[src/rtl/ipid_pkg.sv]
// Package: shared widths, register indexes, operation codes and sequencer states.
package ipid_pkg;

    localparam int DRIVE_W   = 32;
    localparam int GAIN_W    = 16;
    localparam int TIME_W    = 24;
    localparam int CFG_IDX_W = 2;
    localparam int CNT_W     = $clog2(DRIVE_W + 1);

    localparam logic [CFG_IDX_W-1:0] CFG_GAIN      = 2'd0;
    localparam logic [CFG_IDX_W-1:0] CFG_INT_TIME  = 2'd1;
    localparam logic [CFG_IDX_W-1:0] CFG_DER_TIME  = 2'd2;
    localparam logic [CFG_IDX_W-1:0] CFG_PROP_ONLY = 2'd3;

    localparam logic OP_STEP  = 1'b0;
    localparam logic OP_CLEAR = 1'b1;

    localparam logic [2:0] S_IDLE  = 3'd0;
    localparam logic [2:0] S_EVAL  = 3'd1;
    localparam logic [2:0] S_START = 3'd2;
    localparam logic [2:0] S_WAIT  = 3'd3;
    localparam logic [2:0] S_MULG  = 3'd4;
    localparam logic [2:0] S_WAITP = 3'd5;
    localparam logic [2:0] S_FIN   = 3'd6;

    typedef struct packed {
        logic busy;
        logic done;
    } t_unit_sts;

endpackage

[src/rtl/ipid_mul.sv]
// Bit-serial shift-add multiplier, product modulo 2^32, one multiplier bit per cycle.
module ipid_mul (
    input  logic                          i_clk,
    input  logic                          i_rst_n,
    input  logic                          i_start,
    input  logic [ipid_pkg::DRIVE_W-1:0]  i_a,
    input  logic [ipid_pkg::DRIVE_W-1:0]  i_b,
    output ipid_pkg::t_unit_sts           o_sts,
    output logic [ipid_pkg::DRIVE_W-1:0]  o_p
);

    logic [ipid_pkg::CNT_W-1:0]   r_cnt, n_cnt;
    logic [ipid_pkg::DRIVE_W-1:0] r_a, n_a;
    logic [ipid_pkg::DRIVE_W-1:0] r_b, n_b;
    logic [ipid_pkg::DRIVE_W-1:0] r_p, n_p;

    always_comb begin
        n_cnt = r_cnt;
        n_a   = r_a;
        n_b   = r_b;
        n_p   = r_p;
        if (i_start) begin
            n_cnt = ipid_pkg::CNT_W'(ipid_pkg::DRIVE_W);
            n_a   = i_a;
            n_b   = i_b;
            n_p   = '0;
        end else if (r_cnt != '0) begin
            n_cnt = r_cnt - 1'b1;
            if (r_b[0]) begin
                n_p = r_p + r_a;
            end
            n_a = {r_a[ipid_pkg::DRIVE_W-2:0], 1'b0};
            n_b = {1'b0, r_b[ipid_pkg::DRIVE_W-1:1]};
        end
    end

    always_ff @(posedge i_clk) begin
        if (!i_rst_n) begin
            r_cnt <= '0;
        end else begin
            r_cnt <= n_cnt;
        end
        r_a <= n_a;
        r_b <= n_b;
        r_p <= n_p;
    end

    assign o_sts.busy = (r_cnt != '0);
    assign o_sts.done = (r_cnt == ipid_pkg::CNT_W'(1));
    assign o_p        = r_p;

endmodule

[src/rtl/ipid_div.sv]
// Bit-serial restoring divider: signed 32-bit dividend by unsigned 24-bit divisor, truncating.
module ipid_div (
    input  logic                          i_clk,
    input  logic                          i_rst_n,
    input  logic                          i_start,
    input  logic [ipid_pkg::DRIVE_W-1:0]  i_dividend,
    input  logic [ipid_pkg::TIME_W-1:0]   i_divisor,
    output ipid_pkg::t_unit_sts           o_sts,
    output logic [ipid_pkg::DRIVE_W-1:0]  o_q
);

    logic [ipid_pkg::CNT_W-1:0]   r_cnt, n_cnt;
    logic [ipid_pkg::DRIVE_W-1:0] r_num, n_num;
    logic [ipid_pkg::TIME_W-1:0]  r_rem, n_rem;
    logic [ipid_pkg::TIME_W-1:0]  r_den, n_den;
    logic                         r_neg, n_neg;
    logic [ipid_pkg::TIME_W:0]    w_trial;
    logic [ipid_pkg::TIME_W:0]    w_diff;

    assign w_trial = {r_rem, r_num[ipid_pkg::DRIVE_W-1]};
    assign w_diff  = w_trial - {1'b0, r_den};

    always_comb begin
        n_cnt = r_cnt;
        n_num = r_num;
        n_rem = r_rem;
        n_den = r_den;
        n_neg = r_neg;
        if (i_start) begin
            n_cnt = ipid_pkg::CNT_W'(ipid_pkg::DRIVE_W);
            n_neg = i_dividend[ipid_pkg::DRIVE_W-1];
            n_num = i_dividend[ipid_pkg::DRIVE_W-1] ? (~i_dividend + 1'b1) : i_dividend;
            n_rem = '0;
            n_den = (i_divisor == '0) ? ipid_pkg::TIME_W'(1) : i_divisor;
        end else if (r_cnt != '0) begin
            n_cnt = r_cnt - 1'b1;
            if (!w_diff[ipid_pkg::TIME_W]) begin
                n_rem = w_diff[ipid_pkg::TIME_W-1:0];
                n_num = {r_num[ipid_pkg::DRIVE_W-2:0], 1'b1};
            end else begin
                n_rem = w_trial[ipid_pkg::TIME_W-1:0];
                n_num = {r_num[ipid_pkg::DRIVE_W-2:0], 1'b0};
            end
        end
    end

    always_ff @(posedge i_clk) begin
        if (!i_rst_n) begin
            r_cnt <= '0;
        end else begin
            r_cnt <= n_cnt;
        end
        r_num <= n_num;
        r_rem <= n_rem;
        r_den <= n_den;
        r_neg <= n_neg;
    end

    assign o_sts.busy = (r_cnt != '0);
    assign o_sts.done = (r_cnt == ipid_pkg::CNT_W'(1));
    assign o_q        = r_neg ? (~r_num + 1'b1) : r_num;

endmodule

[src/rtl/integer_pid_controller_top.sv]
// Top level: integer PID regulator with trapezoidal integral, serial divide and multiply.
//
//  channel   dir  handshake                 content
//  s stream  in   i_s_tvalid / o_s_tready   tdata: set_point, measured_value; tuser: operation
//  m stream  out  o_m_tvalid / i_m_tready   tdata: drive
//  cfg       in   i_cfg_valid / o_cfg_ready i_cfg_index, i_cfg_data
//
// One beat at a time. A clear passes S_EVAL and S_FIN; proportional-only adds the gain
// multiply; a full step runs the divide overlapped with the derivative multiply, then
// the gain multiply on the shared multiplier.
// Synchronous active-low reset clears control and state; gain and integral time reset to 1.
// A finished result waits in the output register; the next beat is taken meanwhile and
// its result is held back until the register frees.
module integer_pid_controller_top #(
    parameter int VALUE_WIDTH = 16
) (
    input  logic                                i_clk,
    input  logic                                i_rst_n,
    input  logic                                i_s_tvalid,
    output logic                                o_s_tready,
    // [VALUE_WIDTH-1:0] set_point, [2*VALUE_WIDTH-1:VALUE_WIDTH] measured_value, zero fill
    input  logic [((2*VALUE_WIDTH+7)/8)*8-1:0]  i_s_tdata,
    // [0] operation
    input  logic                                i_s_tuser,
    output logic                                o_m_tvalid,
    input  logic                                i_m_tready,
    // [31:0] drive
    output logic [ipid_pkg::DRIVE_W-1:0]        o_m_tdata,
    input  logic                                i_cfg_valid,
    output logic                                o_cfg_ready,
    input  logic [ipid_pkg::CFG_IDX_W-1:0]      i_cfg_index,
    input  logic [ipid_pkg::TIME_W-1:0]         i_cfg_data
);

    localparam int EW = VALUE_WIDTH + 1;
    localparam int DW = ipid_pkg::DRIVE_W;

    logic [2:0]                    r_state, n_state;
    logic [ipid_pkg::GAIN_W-1:0]   r_gain;
    logic [ipid_pkg::TIME_W-1:0]   r_int_time;
    logic [ipid_pkg::TIME_W-1:0]   r_der_time;
    logic                          r_prop_only;
    logic                          r_op;
    logic [VALUE_WIDTH-1:0]        r_set, r_meas;
    logic [EW-1:0]                 r_err, n_err;
    logic [EW-1:0]                 r_prev, n_prev;
    logic [DW-1:0]                 r_integ, n_integ;
    logic [EW:0]                   r_diff, n_diff;
    logic [DW-1:0]                 r_sum, n_sum;
    logic [DW-1:0]                 r_res, n_res;
    logic                          r_out_valid, n_out_valid;
    logic [DW-1:0]                 r_drive, n_drive;

    logic                          w_s_acc, w_m_acc;
    logic [EW:0]                   w_pair, w_pair_adj;
    logic [EW-1:0]                 w_half;
    logic [EW-1:0]                 w_err;
    logic                          w_mul_start, w_div_start;
    logic [DW-1:0]                 w_mul_a, w_mul_b, w_mul_p, w_div_q;
    ipid_pkg::t_unit_sts           w_mul_sts, w_div_sts;

    assign w_s_acc     = i_s_tvalid && o_s_tready;
    assign w_m_acc     = r_out_valid && i_m_tready;
    assign o_s_tready  = (r_state == ipid_pkg::S_IDLE);
    assign o_m_tvalid  = r_out_valid;
    assign o_m_tdata   = r_drive;
    assign o_cfg_ready = 1'b1;

    assign w_err = {r_set[VALUE_WIDTH-1], r_set} - {r_meas[VALUE_WIDTH-1], r_meas};
    assign w_pair     = {w_err[EW-1], w_err} + {r_prev[EW-1], r_prev};
    assign w_pair_adj = w_pair + {{EW{1'b0}}, w_pair[EW]};
    assign w_half     = w_pair_adj[EW:1];

    always_ff @(posedge i_clk) begin
        if (!i_rst_n) begin
            r_gain      <= ipid_pkg::GAIN_W'(1);
            r_int_time  <= ipid_pkg::TIME_W'(1);
            r_der_time  <= '0;
            r_prop_only <= 1'b0;
        end else if (i_cfg_valid) begin
            unique case (i_cfg_index)
                ipid_pkg::CFG_GAIN:      r_gain      <= i_cfg_data[ipid_pkg::GAIN_W-1:0];
                ipid_pkg::CFG_INT_TIME:  r_int_time  <= i_cfg_data;
                ipid_pkg::CFG_DER_TIME:  r_der_time  <= i_cfg_data;
                ipid_pkg::CFG_PROP_ONLY: r_prop_only <= i_cfg_data[0];
                default: ;
            endcase
        end
    end

    always_comb begin
        n_state     = r_state;
        n_err       = r_err;
        n_prev      = r_prev;
        n_integ     = r_integ;
        n_diff      = r_diff;
        n_sum       = r_sum;
        n_res       = r_res;
        n_out_valid = r_out_valid;
        n_drive     = r_drive;
        w_mul_start = 1'b0;
        w_div_start = 1'b0;
        w_mul_a     = {{(DW-ipid_pkg::TIME_W){1'b0}}, r_der_time};
        w_mul_b     = {{(DW-EW-1){r_diff[EW]}}, r_diff};

        if (w_m_acc) begin
            n_out_valid = 1'b0;
        end

        unique case (r_state)
            ipid_pkg::S_IDLE: begin
                if (w_s_acc) begin
                    n_state = ipid_pkg::S_EVAL;
                end
            end
            ipid_pkg::S_EVAL: begin
                n_err = w_err;
                if (r_op == ipid_pkg::OP_CLEAR) begin
                    n_integ = '0;
                    n_prev  = '0;
                    n_res   = '0;
                    n_state = ipid_pkg::S_FIN;
                end else if (r_prop_only) begin
                    n_prev  = w_err;
                    n_sum   = {{(DW-EW){w_err[EW-1]}}, w_err};
                    n_state = ipid_pkg::S_MULG;
                end else begin
                    n_integ = r_integ + {{(DW-EW){w_half[EW-1]}}, w_half};
                    n_diff  = {w_err[EW-1], w_err} - {r_prev[EW-1], r_prev};
                    n_prev  = w_err;
                    n_state = ipid_pkg::S_START;
                end
            end
            ipid_pkg::S_START: begin
                w_mul_start = 1'b1;
                w_div_start = 1'b1;
                n_state     = ipid_pkg::S_WAIT;
            end
            ipid_pkg::S_WAIT: begin
                if (!w_mul_sts.busy && !w_div_sts.busy) begin
                    n_sum   = {{(DW-EW){r_err[EW-1]}}, r_err} + w_div_q + w_mul_p;
                    n_state = ipid_pkg::S_MULG;
                end
            end
            ipid_pkg::S_MULG: begin
                w_mul_start = 1'b1;
                w_mul_a     = {{(DW-ipid_pkg::GAIN_W){r_gain[ipid_pkg::GAIN_W-1]}}, r_gain};
                w_mul_b     = r_sum;
                n_state     = ipid_pkg::S_WAITP;
            end
            ipid_pkg::S_WAITP: begin
                if (w_mul_sts.done) begin
                    n_state = ipid_pkg::S_FIN;
                end
            end
            ipid_pkg::S_FIN: begin
                if (!r_out_valid || i_m_tready) begin
                    n_drive     = (r_op == ipid_pkg::OP_CLEAR) ? r_res : w_mul_p;
                    n_out_valid = 1'b1;
                    n_state     = ipid_pkg::S_IDLE;
                end
            end
            default: n_state = ipid_pkg::S_IDLE;
        endcase
    end

    always_ff @(posedge i_clk) begin
        if (!i_rst_n) begin
            r_state     <= ipid_pkg::S_IDLE;
            r_out_valid <= 1'b0;
            r_prev      <= '0;
            r_integ     <= '0;
        end else begin
            r_state     <= n_state;
            r_out_valid <= n_out_valid;
            r_prev      <= n_prev;
            r_integ     <= n_integ;
        end
        if (w_s_acc) begin
            r_op   <= i_s_tuser;
            r_set  <= i_s_tdata[VALUE_WIDTH-1:0];
            r_meas <= i_s_tdata[2*VALUE_WIDTH-1:VALUE_WIDTH];
        end
        r_err   <= n_err;
        r_diff  <= n_diff;
        r_sum   <= n_sum;
        r_res   <= n_res;
        r_drive <= n_drive;
    end

    ipid_mul u_mul (
        .i_clk   (i_clk),
        .i_rst_n (i_rst_n),
        .i_start (w_mul_start),
        .i_a     (w_mul_a),
        .i_b     (w_mul_b),
        .o_sts   (w_mul_sts),
        .o_p     (w_mul_p)
    );

    ipid_div u_div (
        .i_clk      (i_clk),
        .i_rst_n    (i_rst_n),
        .i_start    (w_div_start),
        .i_dividend (r_integ),
        .i_divisor  (r_int_time),
        .o_sts      (w_div_sts),
        .o_q        (w_div_q)
    );

endmodule

[config.mk]
export PLATFORM = sky130hd
export DESIGN_NAME = integer_pid_controller_top
export DESIGN_NICKNAME = d
export VERILOG_FILES = /design/src/rtl/ipid_pkg.sv /design/src/rtl/ipid_mul.sv /design/src/rtl/ipid_div.sv /design/src/rtl/integer_pid_controller_top.sv
export SDC_FILE = /design/constraint.sdc
export NUM_CORES = 1
export LEC_CHECK = 0
export ABC_AREA = 1
export BUFFER_PORTS_ARGS = -buffer_cell sky130_fd_sc_hd__buf_2
export CORE_MARGIN = 1
export CORE_UTILIZATION = 40
export DETAILED_ROUTE_END_ITERATION = 6
export REMOVE_ABC_BUFFERS = 1
export SLEW_MARGIN = 0
export SYNTH_ARGS = -nofsm -noshare
export SYNTH_HDL_FRONTEND = slang
export SYNTH_HIERARCHICAL = 1
export SYNTH_SLANG_ARGS = --single-unit
export TNS_END_PERCENT = 10
[constraint.sdc]
create_clock -name i_clk -period 5.9 [get_ports i_clk]
set_input_delay 0.59 -clock i_clk [delete_from_list [all_inputs] [get_ports i_clk]]
set_output_delay 0.59 -clock i_clk [all_outputs]
set_load 0.005 [all_outputs]
==> reports/metrics.csv <==
stage,metric,value,unit
run_status,status,"finished, final reports clean",
clock_network,CTS tree,built,
flow_run,Max Cap Viol,0,
yosys,synthesized area per cell,7.218,um^2
grt,first-pass GRT wire length,131700,um
worst_setup_path,max incr delay on CP,0.38,ns
clock_network,total CTS buffers,51,
detailed_routing,DRC viols,0,
sta,min Tclk post-route,5.710,ns
sta,worst rel slew slack,25.96,%
worst_setup_path,Crit-path slowest cell,fa_2,
sta,final count of hold timing violations,0,
final_layout,# diodes,0,
final_layout,share of cells above drive strength 1,11.69,%
worst_setup_path,CP Class,reg2reg,
clock_network,worst skew pair latency,0.61,ns
yosys,Synth Warn #,6,
floorplanning,die width,275.2,um
sta,Clock Skew,0.03128,ns
worst_setup_path,CP Capture Type,register,
worst_setup_path,CP required,6.41,ns
grt,largest net degree at the start of global routing,89,
detailed_routing,total wire length,83610,um
clock_network,H-tree lvl count,2,
worst_setup_path,crit path DAT,6.22,ns
floorplanning,Top Ports,99,
worst_setup_path,Setup crit start,r_meas[0],
sta,Final Max Tran Viols,0,
detailed_routing,Vias,26230,
grt,gr ovfl total,0,
sta,WHS,0.1500,ns
yosys,cell area after synthesis,29860,um^2
worst_setup_path,"Max FO, Critical Path",5,
worst_setup_path,cells on worst reg2reg path,38,
sta,actual slew at the worst max-slew pin,1.111,ns
worst_setup_path,"most used cell, CP",nand2_2,
detailed_routing,first-pass detailed-route iteration total,5,
yosys,Post-Synthesis Cells,4137,
final_layout,area delta synth->final,14.38,%
placement,DP HPWL,63710,um
worst_setup_path,Critical Path Sink,r_integ[27],
grt,number of global-route vias before repair,24135,
placement,GPL Wtd Cong,0.9584,
floorplanning,Cell Rows,99,
sta,fmax,175.1,MHz
floorplanning,die extent in y,275.2,um
worst_setup_path,reg2reg start,r_meas[0],
detailed_routing,Routed Antenna Nets,0,
detailed_routing,WL/cell,15.91,um
worst_setup_path,R2R Setup Slk,0.19,ns
clock_network,Root Buffer,clkbuf_16,
worst_setup_path,Critical R2R Capture,r_integ[27],
floorplanning,Die ar.,75750,um^2
detailed_routing,Starting DRT DRC Count,1841,
placement,port buffer count,97,
worst_hold_path,Tightest Hold Check Type,in2reg,
clock_network,Max clock buf depth,3,
grt,initial antenna violation count,0,
final_layout,nets,4528,
clock_network,Sink Count,439,
final_layout,Fillers,7424,
worst_setup_path,CP Launch Type,register,
clock_network,Worst-path clk slew,0.06,ns
grt,All-Layer GR Usage,21.91,%
detailed_routing,via/cell ratio,4.991,
sta,Final period util,96.78,%
sta,Setup Viol. Count Final,0,
floorplanning,Initial Utilization,40.65,%
sta,RSZ-0062 raised after global routing,true,
floorplanning,core footprint,73450,um^2
## routing by layer
layer | up-vias | wire length, um | global-route usage, %
met1 | 12080 | 40460 | 31.42
met2 | 537 | 37310 | 34.83
li1 | 13517 | - | -
met5 | - | 0 | 0
met4 | 0 | 1892 | 5.728
met3 | 96 | 3941 | 2.592
## sequential cells by signal (all words and copies together) (netlist names), 18 cells and up
name / flops
r_integ: 32
r_diff: 18
o_m_tdata: 32
u_div/r_num: 32
r_der_time: 24
u_div/r_den: 24
u_div/r_rem: 24
r_int_time: 24
u_mul/r_b: 32
r_sum: 32
u_mul/o_p: 32
u_mul/r_a: 32
## stage by stage
step           utilization (%)  cells  setup slack [ns]  cell area [um^2]   TNS [ns]
2_1_floorplan                -   4005            -2.905             29280    -375.76
3_3_place_gp             43.03   5141            0.1027             31610          0
3_5_place_dp             43.03   5141          -0.03785             31610   -0.04324
4_1_cts                  45.50   5237         -0.007566             33420  -0.007566
5_1_grt                  46.50   5255           -0.2580             34160     -2.067
6_report                 46.50   5255            0.1902             34160          0
## worst max-delay path, delay by kind of cell (launching register included)
kind	cells	cell delay [ns]
and+or+nand+nor	17	1.73
buffers and inverters	4	0.47
DFF	1	0.37
adders and majority gates	4	1.12
AOI/OAI and AO/OA	12	1.76
xor gates and xnor gates	1	0.14
## how the worst min path moves through the flow
| stage | start | endpoint | slack, ns | depth (start not counted) |
|---|---|---|---|---|
| after detailed placement | r_der_time[6] | r_der_time[6] | 0.44 | 2 |
| after global routing | i_s_tdata[24] | r_meas[8] | 0.12 | 1 |
| final | i_s_tdata[24] | r_meas[8] | 0.15 | 1 |
| after CTS | i_s_tdata[24] | r_meas[8] | 0.13 | 1 |
| after global placement | r_int_time[5] | u_div/r_den[5] | 0.43 | 0 |
| after floorplan | r_der_time[0] | r_der_time[0] | 0.42 | 2 |
## final cells by class
type | instances | area [um^2] | area share (%)
multi-input cells | 2984 | 16400 | 48.01
inverters | 582 | 2198 | 6.436
repair buffers | 195 | 1237 | 3.623
clock buffers | 64 | 1438 | 4.209
well taps | 959 | 1200 | 3.513
flip-flops and latches | 439 | 11320 | 33.14
clock inverters | 32 | 362.8 | 1.062
## cell usage in the layout (no fill, tap or decap), drive strengths merged, types with 9 or more instances in the layout
cell type and count:
dfxtp 186, ha 173, inv 583, buf 195, nor2 457, a31oi 10
nand3b 9, nor4 19, clkinv 18, fa 38, nand4 33, o21bai 15
o21ai 263, xor2 103, a21oi 273, clkbuf 64, nand2 1242, nand3 218
or2 18, edfxtp 253, xnor2 30, o211ai 10, nor3 34
## what timing repair did
action | CTS | global route
setup endpoints to repair | 5 | 23
setup buffers | 0 | 18
pin swaps | 1 | 45
gates resized for setup | 6 | 125
hold buffers | 0 | 0
cloned | 0 | 0
Power is not shown: default switching activity piles up to over one toggle a cycle in this logic, so the estimate is an artifact.
